## config.mk

```make
export PLATFORM = sky130hd
export DESIGN_NAME = pfc_ctrl
export DESIGN_NICKNAME = d
export VERILOG_FILES = /design/src/hdl/pfc_pkg.sv /design/src/hdl/pfc_ctrl.sv
export SDC_FILE = /design/constraint.sdc
export NUM_CORES = 1
export LEC_CHECK = 0
export BUFFER_PORTS_ARGS = -buffer_cell sky130_fd_sc_hd__buf_4
export CORE_ASPECT_RATIO = 0.8
export CORE_MARGIN = 1.5
export CORE_UTILIZATION = 45
export DETAILED_ROUTE_END_ITERATION = 12
export HOLD_SLACK_MARGIN = 0.05
export PLACE_DENSITY = 0.75
export SLEW_MARGIN = 20
export SYNTH_ARGS = -nofsm -noshare
export SYNTH_HDL_FRONTEND = slang
export SYNTH_SLANG_ARGS = --single-unit
```

## constraint.sdc

```tcl
create_clock -name clk -period 3.1 [get_ports clk]
set_input_delay 0.62 -clock clk [delete_from_list [all_inputs] [get_ports clk]]
set_output_delay 0.62 -clock clk [all_outputs]
set_load 0.1 [all_outputs]
```

## src/hdl/pfc_pkg.sv

```systemverilog
// ----------------------------------------------------------------------------
// Partitioned FIR convolver package
// Shared widths, constants and the command and status groups that pass
// between the controller and the datapath.
// ----------------------------------------------------------------------------
package pfc_pkg;

	localparam int PARTITION_SIZE_DEF = 64;
	localparam int MAX_TAPS_DEF       = 1024;

	localparam int SAMPLE_W  = 24;
	localparam int TAP_IDX_W = 10;
	localparam int LEN_W     = 11;
	localparam int PROD_W    = 2 * SAMPLE_W;
	localparam int FRAC_W    = SAMPLE_W - 1;

	localparam logic signed [SAMPLE_W-1:0] Q_MAX = 24'sh7F_FFFF;
	localparam logic signed [SAMPLE_W-1:0] Q_MIN = 24'sh80_0000;

	localparam logic MODE_LOAD   = 1'b0;
	localparam logic MODE_SAMPLE = 1'b1;

	typedef struct packed {
		logic capture;
		logic load_tap;
		logic hist_write;
		logic mac_issue;
		logic pass_out;
		logic finish;
	} cmd_t;

	typedef struct packed {
		logic mode_sample;
		logic len_zero;
		logic out_free;
		logic pipe_busy;
	} sts_t;

endpackage

```

## src/hdl/pfc_ctrl.sv

```systemverilog
// ----------------------------------------------------------------------------
// Convolver controller
// Sequences tap loads, passthrough and the per-tap multiply-accumulate loop.
// ----------------------------------------------------------------------------
module pfc_ctrl
	import pfc_pkg::*;
#(
	parameter int MAX_TAPS = MAX_TAPS_DEF
) (
	input  logic                          clk,
	input  logic                          arst_n,
	input  logic                          in_valid,
	output logic                          in_ready,
	input  sts_t                          sts,
	input  logic [$clog2(MAX_TAPS+1)-1:0] n_taps,
	output cmd_t                          cmd
);
	localparam int CW = $clog2(MAX_TAPS + 1);

	typedef enum logic [2:0] {
		IDLE,
		DECODE,
		PASS,
		MAC,
		DRAIN
	} state_t;

	state_t         state_q;
	logic [CW-1:0]  k_q;

	assign in_ready = (state_q == IDLE);

	always_comb begin
		cmd = '0;
		case (state_q)
			IDLE: begin
				cmd.capture = in_valid;
			end
			DECODE: begin
				cmd.load_tap   = !sts.mode_sample;
				cmd.hist_write = sts.mode_sample && !sts.len_zero;
			end
			PASS: begin
				cmd.pass_out = sts.out_free;
			end
			MAC: begin
				cmd.mac_issue = 1'b1;
			end
			DRAIN: begin
				cmd.finish = !sts.pipe_busy && sts.out_free;
			end
			default: begin
				cmd = '0;
			end
		endcase
	end

	always_ff @(posedge clk or negedge arst_n) begin
		if (!arst_n) begin
			state_q <= IDLE;
			k_q     <= '0;
		end else begin
			case (state_q)
				IDLE: begin
					if (in_valid) begin
						state_q <= DECODE;
					end
				end
				DECODE: begin
					if (!sts.mode_sample) begin
						state_q <= IDLE;
					end else if (sts.len_zero) begin
						state_q <= PASS;
					end else begin
						k_q     <= n_taps;
						state_q <= MAC;
					end
				end
				PASS: begin
					if (sts.out_free) begin
						state_q <= IDLE;
					end
				end
				MAC: begin
					k_q <= k_q - 1'b1;
					if (k_q == CW'(1)) begin
						state_q <= DRAIN;
					end
				end
				DRAIN: begin
					if (!sts.pipe_busy && sts.out_free) begin
						state_q <= IDLE;
					end
				end
				default: begin
					state_q <= IDLE;
				end
			endcase
		end
	end
endmodule

```

# Word-level counts from Yosys, hierarchy flattened

Index checks and enable logic that the tools add are counted.

Equality and inequality tests: 11
Reductions and logical operators: 9
Add/subtract/negate cells: 1
Mux-type cells: 15

Operators by type and width:

| kind                  | count |
|---|---|
| $mux 11               | 2 |
| $pmux 11 s2           | 1 |
| $pmux 3 s5            | 1 |
| $mux 3                | 4 |
| $ne 2x2->1 const B    | 6 |
| $eq 11x1->1 const B   | 1 |
| $sub 11x1->11 const B | 1 |
| $eq 3x2->1 const B    | 2 |
| $mux 1                | 5 |
| $mux 2                | 2 |
| $reduce_and 4->1      | 1 |
| $eq 3x1->1 const B    | 1 |
| $eq 3x3->1 const B    | 1 |
| $logic_not 1->1       | 3 |
| $logic_not 3->1       | 1 |
| $reduce_and 3->1      | 1 |
| $logic_and 1x1->1     | 2 |
| $reduce_bool 2->1     | 1 |

Logic and storage cells: 38
Output and inout bits: 7
Input port bits: 18
Register bits after elaboration: 14

# Depth between registers and ports, before layout

Gate-level depths: netlist of run 1.

Word-level depth: 4
Depth in mapped cells: 7
Depth with buffers taken out: 6

# Least setup slack after synthesis of run 1

No wires, ideal clock.

Path type: in2out
Start point: in sts[1] (netlist name)
End point: out cmd[0] (netlist name)
Buffers on the path: 0
Arrival: 3.775 ns
Slack: -1.295 ns
Required time: 2.480 ns
Stages on the path: 2
Cell sequence: nand2b_1 > nor4b_1

RTL lines:

| element         | line           | RTL |
|---|---|---|
| start, declared | pfc_ctrl.sv:14 | `input sts_t sts,` |
| end, declared   | pfc_ctrl.sv:16 | `output cmd_t cmd` |

==> results of run 1 <==
[sequential cells by signal (all words and copies together) (netlist names)]
register  cells
k_q          11
state_q       3
[per-layer routing]
layer | up-vias | track usage (%)
met5 | - | 0
met4 | 0 | 8.21
met3 | 4 | 8.45
met2 | 34 | 35.8
met1 | 452 | 31.7
li1 | 458 | -
[cell usage in the layout, fill, tap and decap left out]
master,synthesis,layout
a2111oi_0,1,1
a211oi_1,2,2
a21o_1,1,1
a21oi_1,13,13
a221o_1,1,1
a22oi_1,1,1
a31oi_1,1,1
and2_1,1,1
and3_1,2,2
and3b_1,1,1
buf_4,0,26
clkbuf_4,0,3
dfrtp_1,14,14
ha_1,2,2
inv_1,4,4
nand2_1,6,6
nand2b_1,3,3
nand3b_1,1,1
nor2_1,9,9
nor3_1,14,12
nor3_2,0,2
nor3b_1,1,1
nor4_1,3,3
nor4b_2,0,1
o21a_1,1,1
o21ai_0,9,9
o22a_2,1,1
o2bb2ai_1,3,3
o32ai_1,1,1
o41ai_1,1,1
or3b_2,1,1
or4_1,2,2
or4_4,1,1
or4b_2,1,1
[worst register-to-register path: stages (launching register included)]
cell     delay (ns)
dfrtp_1        0.40
inv_1          0.10
ha_1           0.15
or4b_2         0.60
or4_4          0.44
nor2_1         0.12
o22a_2         0.15
[layout make-up]
class / instances / area [sq um]
well taps: 24 / 30.0
repair buffers: 26 / 195
flip-flops and latches: 14 / 350
clock buffers: 3 / 22.5
multi-input cells: 85 / 528
inverters: 4 / 15.0
fillers: 169 / 751
[synth_stat cells, types with 2 or more instances]
| library cell | count |
|---|---|
| nor2_1 | 9 |
| clkbuf_1 | 7 |
| nand2b_1 | 3 |
| or4_1 | 2 |
| ha_1 | 2 |
| nand2_1 | 6 |
| dfrtp_1 | 14 |
| a21oi_1 | 13 |
| nor4_1 | 3 |
| nor3_1 | 14 |
| o21ai_0 | 9 |
| o2bb2ai_1 | 3 |
| inv_1 | 4 |
| and3_1 | 2 |
| a211oi_1 | 2 |
[logic make-up after synthesis]
group	synth area share, %
compound gates	24.8
fa+ha+maj	2.74
buf+inv	5.62
flops	38.4
simple gates	28.5
[final timing paths]
path | start | slack (ns) | endpoint | depth (start not counted)
min in group clk | k_q[7] | 0.53 | k_q[7] | 1
min | arst_n | 0.16 | k_q[8] | 1
max reg2reg | k_q[1] | 1.09 | state_q[2] | 6
max in group asynchronous | arst_n | 2.76 | k_q[2] | 1
min reg2reg | k_q[7] | 0.53 | k_q[7] | 1
max | state_q[2] | 0.48 | cmd[3] | 5
[power by group through the flow]
| stage | registers [mW] | clock network [mW] | logic, mW |
|---|---|---|---|
| 5_1_grt | 0.394 | 0.122 | 0.669 |
| 3_5_place_dp | 0.380 | 0 | 0.614 |
| 6_report | 0.383 | 0.109 | 0.617 |
| 3_3_place_gp | 0.371 | 0 | 0.594 |
| 4_1_cts | 0.378 | 0.108 | 0.617 |
| 2_1_floorplan | 0.328 | 0 | 0.506 |
[per-stage QoR]
step           area (sq um)  utilization, %
2_1_floorplan           930               -
3_3_place_gp           1120            59.1
3_5_place_dp           1120            59.1
4_1_cts                1140            60.3
5_1_grt                1140            60.3
6_report               1140            60.3
==> results.cfg, run 1 <==
[yosys]
synth-edff-count = 0
async_flop_share_pct = 100
netlist_instances = 112
yosys.area.top_type = dfrtp_1
netlist.area_leader.share_pct = 38.4
seq_area_frac_synth_pct = 38.4
synth_flop_cell = dfrtp_1
ys_ff_latch = 14
syn_nets = 132
ys_warn_count = 0
synth_area_leaders = dfrtp_1 (38%), nor3_1 (7.7%), a21oi_1 (7.1%), o21ai_0 (4.9%), nor2_1 (3.7%)
synth.avg_cell_area_sq_um = 8.16
ys_types = 34
syn_area_sq_um = 913

[cts]
cts_num_sinks = 14
postCtsSetupRepairBufs = 0
cts_hold_buf = 0
tritoncts = done
clockBufferDepth = 2
cts_inserted_buffers = 3
ctsResizeCount = 0
cts_root_buffer = clkbuf_4
cts_htree_levels = 1
clk_latency_ns = 0.29
clk_pin_slew_ns = 0.09

[floorplanning]
die_x_microns = 53.4
row_count = 14
die_h_microns = 43.3
placeableCoreArea_sq_um = 1890
start_util_pct = 48.3
dieArea_sq_um = 2310
io_pins = 25

[cells_and_area]
syn_to_final_growth_pct = 24.9
final_layout_size_suffix_gt1_share_pct = 27.3
nNetsFinal = 154
diodes = 0
instances_no_fill = 156

[timing]
finalSetupViolCount = 0
fin_tns_setup_ns = 0
tightestPinTransition_ns = 0.867
hold_viol = 0
rsz0062_at_grt = no
layout_min_cycle_time_ns = 2.62
fin_ws_ns = 0.483
fin_skew_ns = 0.00440
min_period_over_period_pct = 84.4
max_slew_margin_pct = 40.7
whs_ns = 0.164
slew_viol_final = 0
fmaxAchievable_mhz = 382

[drt]
vias = 948
routed_via_density = 6.08
routed.top_layer = met4
drtIter0Drc = 35
met3_length_microns = 144
post_drt_wl_per_cell_microns = 15.6
drc_errors = 0
wl_met2_mm = 1.18
wl_mm = 2.43
firstDrtPassIters = 4
ant_nets = 0
drt-met1-wl_mm = 1.07

[power_and_ir_drop]
power_density_nw_per_um2 = 972
switching_share_pct = 55.4
sequentialPowerShare_pct = 34.5
clkPwrFrac_pct = 9.8
p_sw_mw = 0.614
total_power_mw = 1.11
p_leak_nw = 0.493
power.internal_mw = 0.495
power.share.combinational_pct = 55.7
max-vdd-ir-drop_mv = 0.619

[global_route]
grt_pass1_vias = 860
grt_max_degree = 19
gr-total-overflow = 0
grt_use_total_pct = 24.0
grt_pass1_wl_mm = 3.97
antenna_found_initial = 0

[worst_setup_path]
cp.arrival_ns = 2.00
path_buf_inv = 3
crit_fanout = 18
critical_path_class = flip-flop to primary output
crit_slowest_cell = dfrtp_1
critPathTopFamily = buffers and inverters
cp.required_ns = 2.48
cp_common_cell = buf_4
max_stage_delay_ns = 0.53
start_kind = flip-flop
end_kind = primary output
crit_chain = nand3b_1 > buf_4 > inv_1 > nor2_1 > buf_4

[placed_design]
port_buffers = 24
hpwlAfterDp_mm = 1.78
pre_cts_slack_ns = 0.755
dpl.cell_count = 153
gp_congestion = 0.853

[min_path]
hold_class = input port to asynchronous set/reset pin

[run]
maxCapViolCount = 0

[run_status]
run_status = complete, no violations
Note: power is estimated with default switching activity, not from simulation.
==> run 2: changes to the inputs <==
--- a/config.mk
+++ b/config.mk
@@ -11,7 +11,7 @@
 export CORE_UTILIZATION = 45
 export DETAILED_ROUTE_END_ITERATION = 12
 export HOLD_SLACK_MARGIN = 0.05
-export PLACE_DENSITY = 0.75
+export PLACE_DENSITY = 0.78
 export SLEW_MARGIN = 20
 export SYNTH_ARGS = -nofsm -noshare
 export SYNTH_HDL_FRONTEND = slang
==> constraint.sdc (replaced) <==
create_clock -name clk -period 2.2 [get_ports clk]
set_input_delay 0.44 -clock clk [delete_from_list [all_inputs] [get_ports clk]]
set_output_delay 0.44 -clock clk [all_outputs]
set_load 0.1 [all_outputs]
==> run 2 against run 1 <==
Utilization up 4.1 points. Design area up 6.8%. Sequential power up 39%. First-iteration DRC count down 37%. Critical endpoint unchanged.
==> results.cfg, run 2 (same netlist as run 1, synthesis figures left out) <==
[run_status]
run_status = complete, no violations

[timing]
fin_tns_setup_ns = 0
max_slew_margin_pct = 76.1
slew_viol_final = 0
tightestPinTransition_ns = 0.350
finalSetupViolCount = 0
min_period_over_period_pct = 96.5
layout_min_cycle_time_ns = 2.12
fin_skew_ns = 0.00562
rsz0062_at_grt = no
fmaxAchievable_mhz = 471
hold_viol = 0

[cells_and_area]
instances_no_fill = 161
fin_area_sq_um = 1220
final_util_pct = 64.4
top_regs = k_q (11), state_q (3)
syn_to_final_growth_pct = 33.4
final_layout_size_suffix_gt1_share_pct = 31.4
fillCellCount = 166
layout_common_cells = buf_4 (30), dfrtp_1 (14), a21oi_1 (13)
regMostFlops = k_q
diodes = 0
layout_commonest_cell = buf_4
largest_reg_flops = 11
nNetsFinal = 159

[placed_design]
port_buffers = 24
gp_congestion = 0.825
dpl.cell_count = 157
placed_area_sq_um = 1190
hpwlAfterDp_mm = 1.76

[worst_setup_path]
critical_path_class = flip-flop to primary output
crit_chain = nand2b_1 > a21o_1 > nor2_2 > buf_4
start_kind = flip-flop
end_kind = primary output
cp.arrival_ns = 1.68
crit_slowest_cell = dfrtp_1
cp.required_ns = 1.76
critPathTopFamily = flip-flops
max_stage_delay_ns = 0.51
crit_fanout = 10
path_buf_inv = 1

[drt]
wl_mm = 2.34
drtIter0Drc = 22
routed_via_density = 5.86
post_drt_wl_per_cell_microns = 14.5
ant_nets = 0
drc_errors = 0
vias = 943
firstDrtPassIters = 4

[min_path]
hold_class = input port to flip-flop

[cts]
tritoncts = done
cts_hold_buf = 1
cts_root_buffer = clkbuf_4
clk_latency_ns = 0.29
postCtsSetupRepairBufs = 0
ctsResizeCount = 0
clk_pin_slew_ns = 0.08
cts_num_sinks = 14
cts_inserted_buffers = 3
cts_htree_levels = 1
clockBufferDepth = 2

[floorplanning]
die_x_microns = 53.4
die_h_microns = 43.3
placeableCoreArea_sq_um = 1890
io_pins = 25
start_util_pct = 48.3
dieArea_sq_um = 2310
row_count = 14

[power_and_ir_drop]
max-vdd-ir-drop_mv = 1.02
p_leak_nw = 0.525
power_density_nw_per_um2 = 1340
total_power_mw = 1.63

[global_route]
grt_pass1_vias = 874
gr-total-overflow = 0
grt_max_degree = 18
grt_pass1_wl_mm = 3.91
antenna_found_initial = 0
grt_use_total_pct = 23.5

[run]
maxCapViolCount = 0
==> run 2: layer usage <==
layer / vias up / part of all wire (%) / GRT usage (%)
li1: 471 / - / -
met1: 441 / 43 / 29.9
met2: 28 / 50 / 38.8
met3: 3 / 5.6 / 7.75
met4: 0 / 0.60 / 4.62
met5: - / 0 / 0
==> run 2: worst paths after layout <==
kind                       startpoint         end  slack [ns]  cells past startpoint
max                        state_q[2]      cmd[3]        0.08                      4
min                         n_taps[7]      k_q[7]        0.40                      2
max reg2reg                    k_q[1]  state_q[2]        0.22                      6
min reg2reg                    k_q[7]      k_q[7]        0.56                      1
max in group asynchronous      arst_n      k_q[4]        1.50                      2
min in group asynchronous      arst_n      k_q[7]        0.53                      2
==> run 2: through the flow <==
stage | setup WS (ns) | hold WS (ns)
3_3_place_gp | 0.319 | 0.299
6_report | 0.0780 | 0.402
3_5_place_dp | 0.237 | 0.300
2_1_floorplan | -0.0514 | 0.144
5_1_grt | 0.00342 | 0.392
4_1_cts | 0.0718 | 0.402
==> run 2: cell type report <==
type	instances	area, sq um	area share (%)
Clock buffer	3	22.5	1.85
Inverter	4	15.0	1.23
Timing Repair Buffer	31	235	19.3
Tap cell	24	30.0	2.46
Sequential cell	14	350	28.7
Multi-Input combinational cell	85	566	46.4
==> run 2: report_power, final <==
group	switching [mW]	internal, mW
clock network	0.0841	0.0637
logic	0.635	0.317
registers	0.158	0.373
total	0.877	0.753
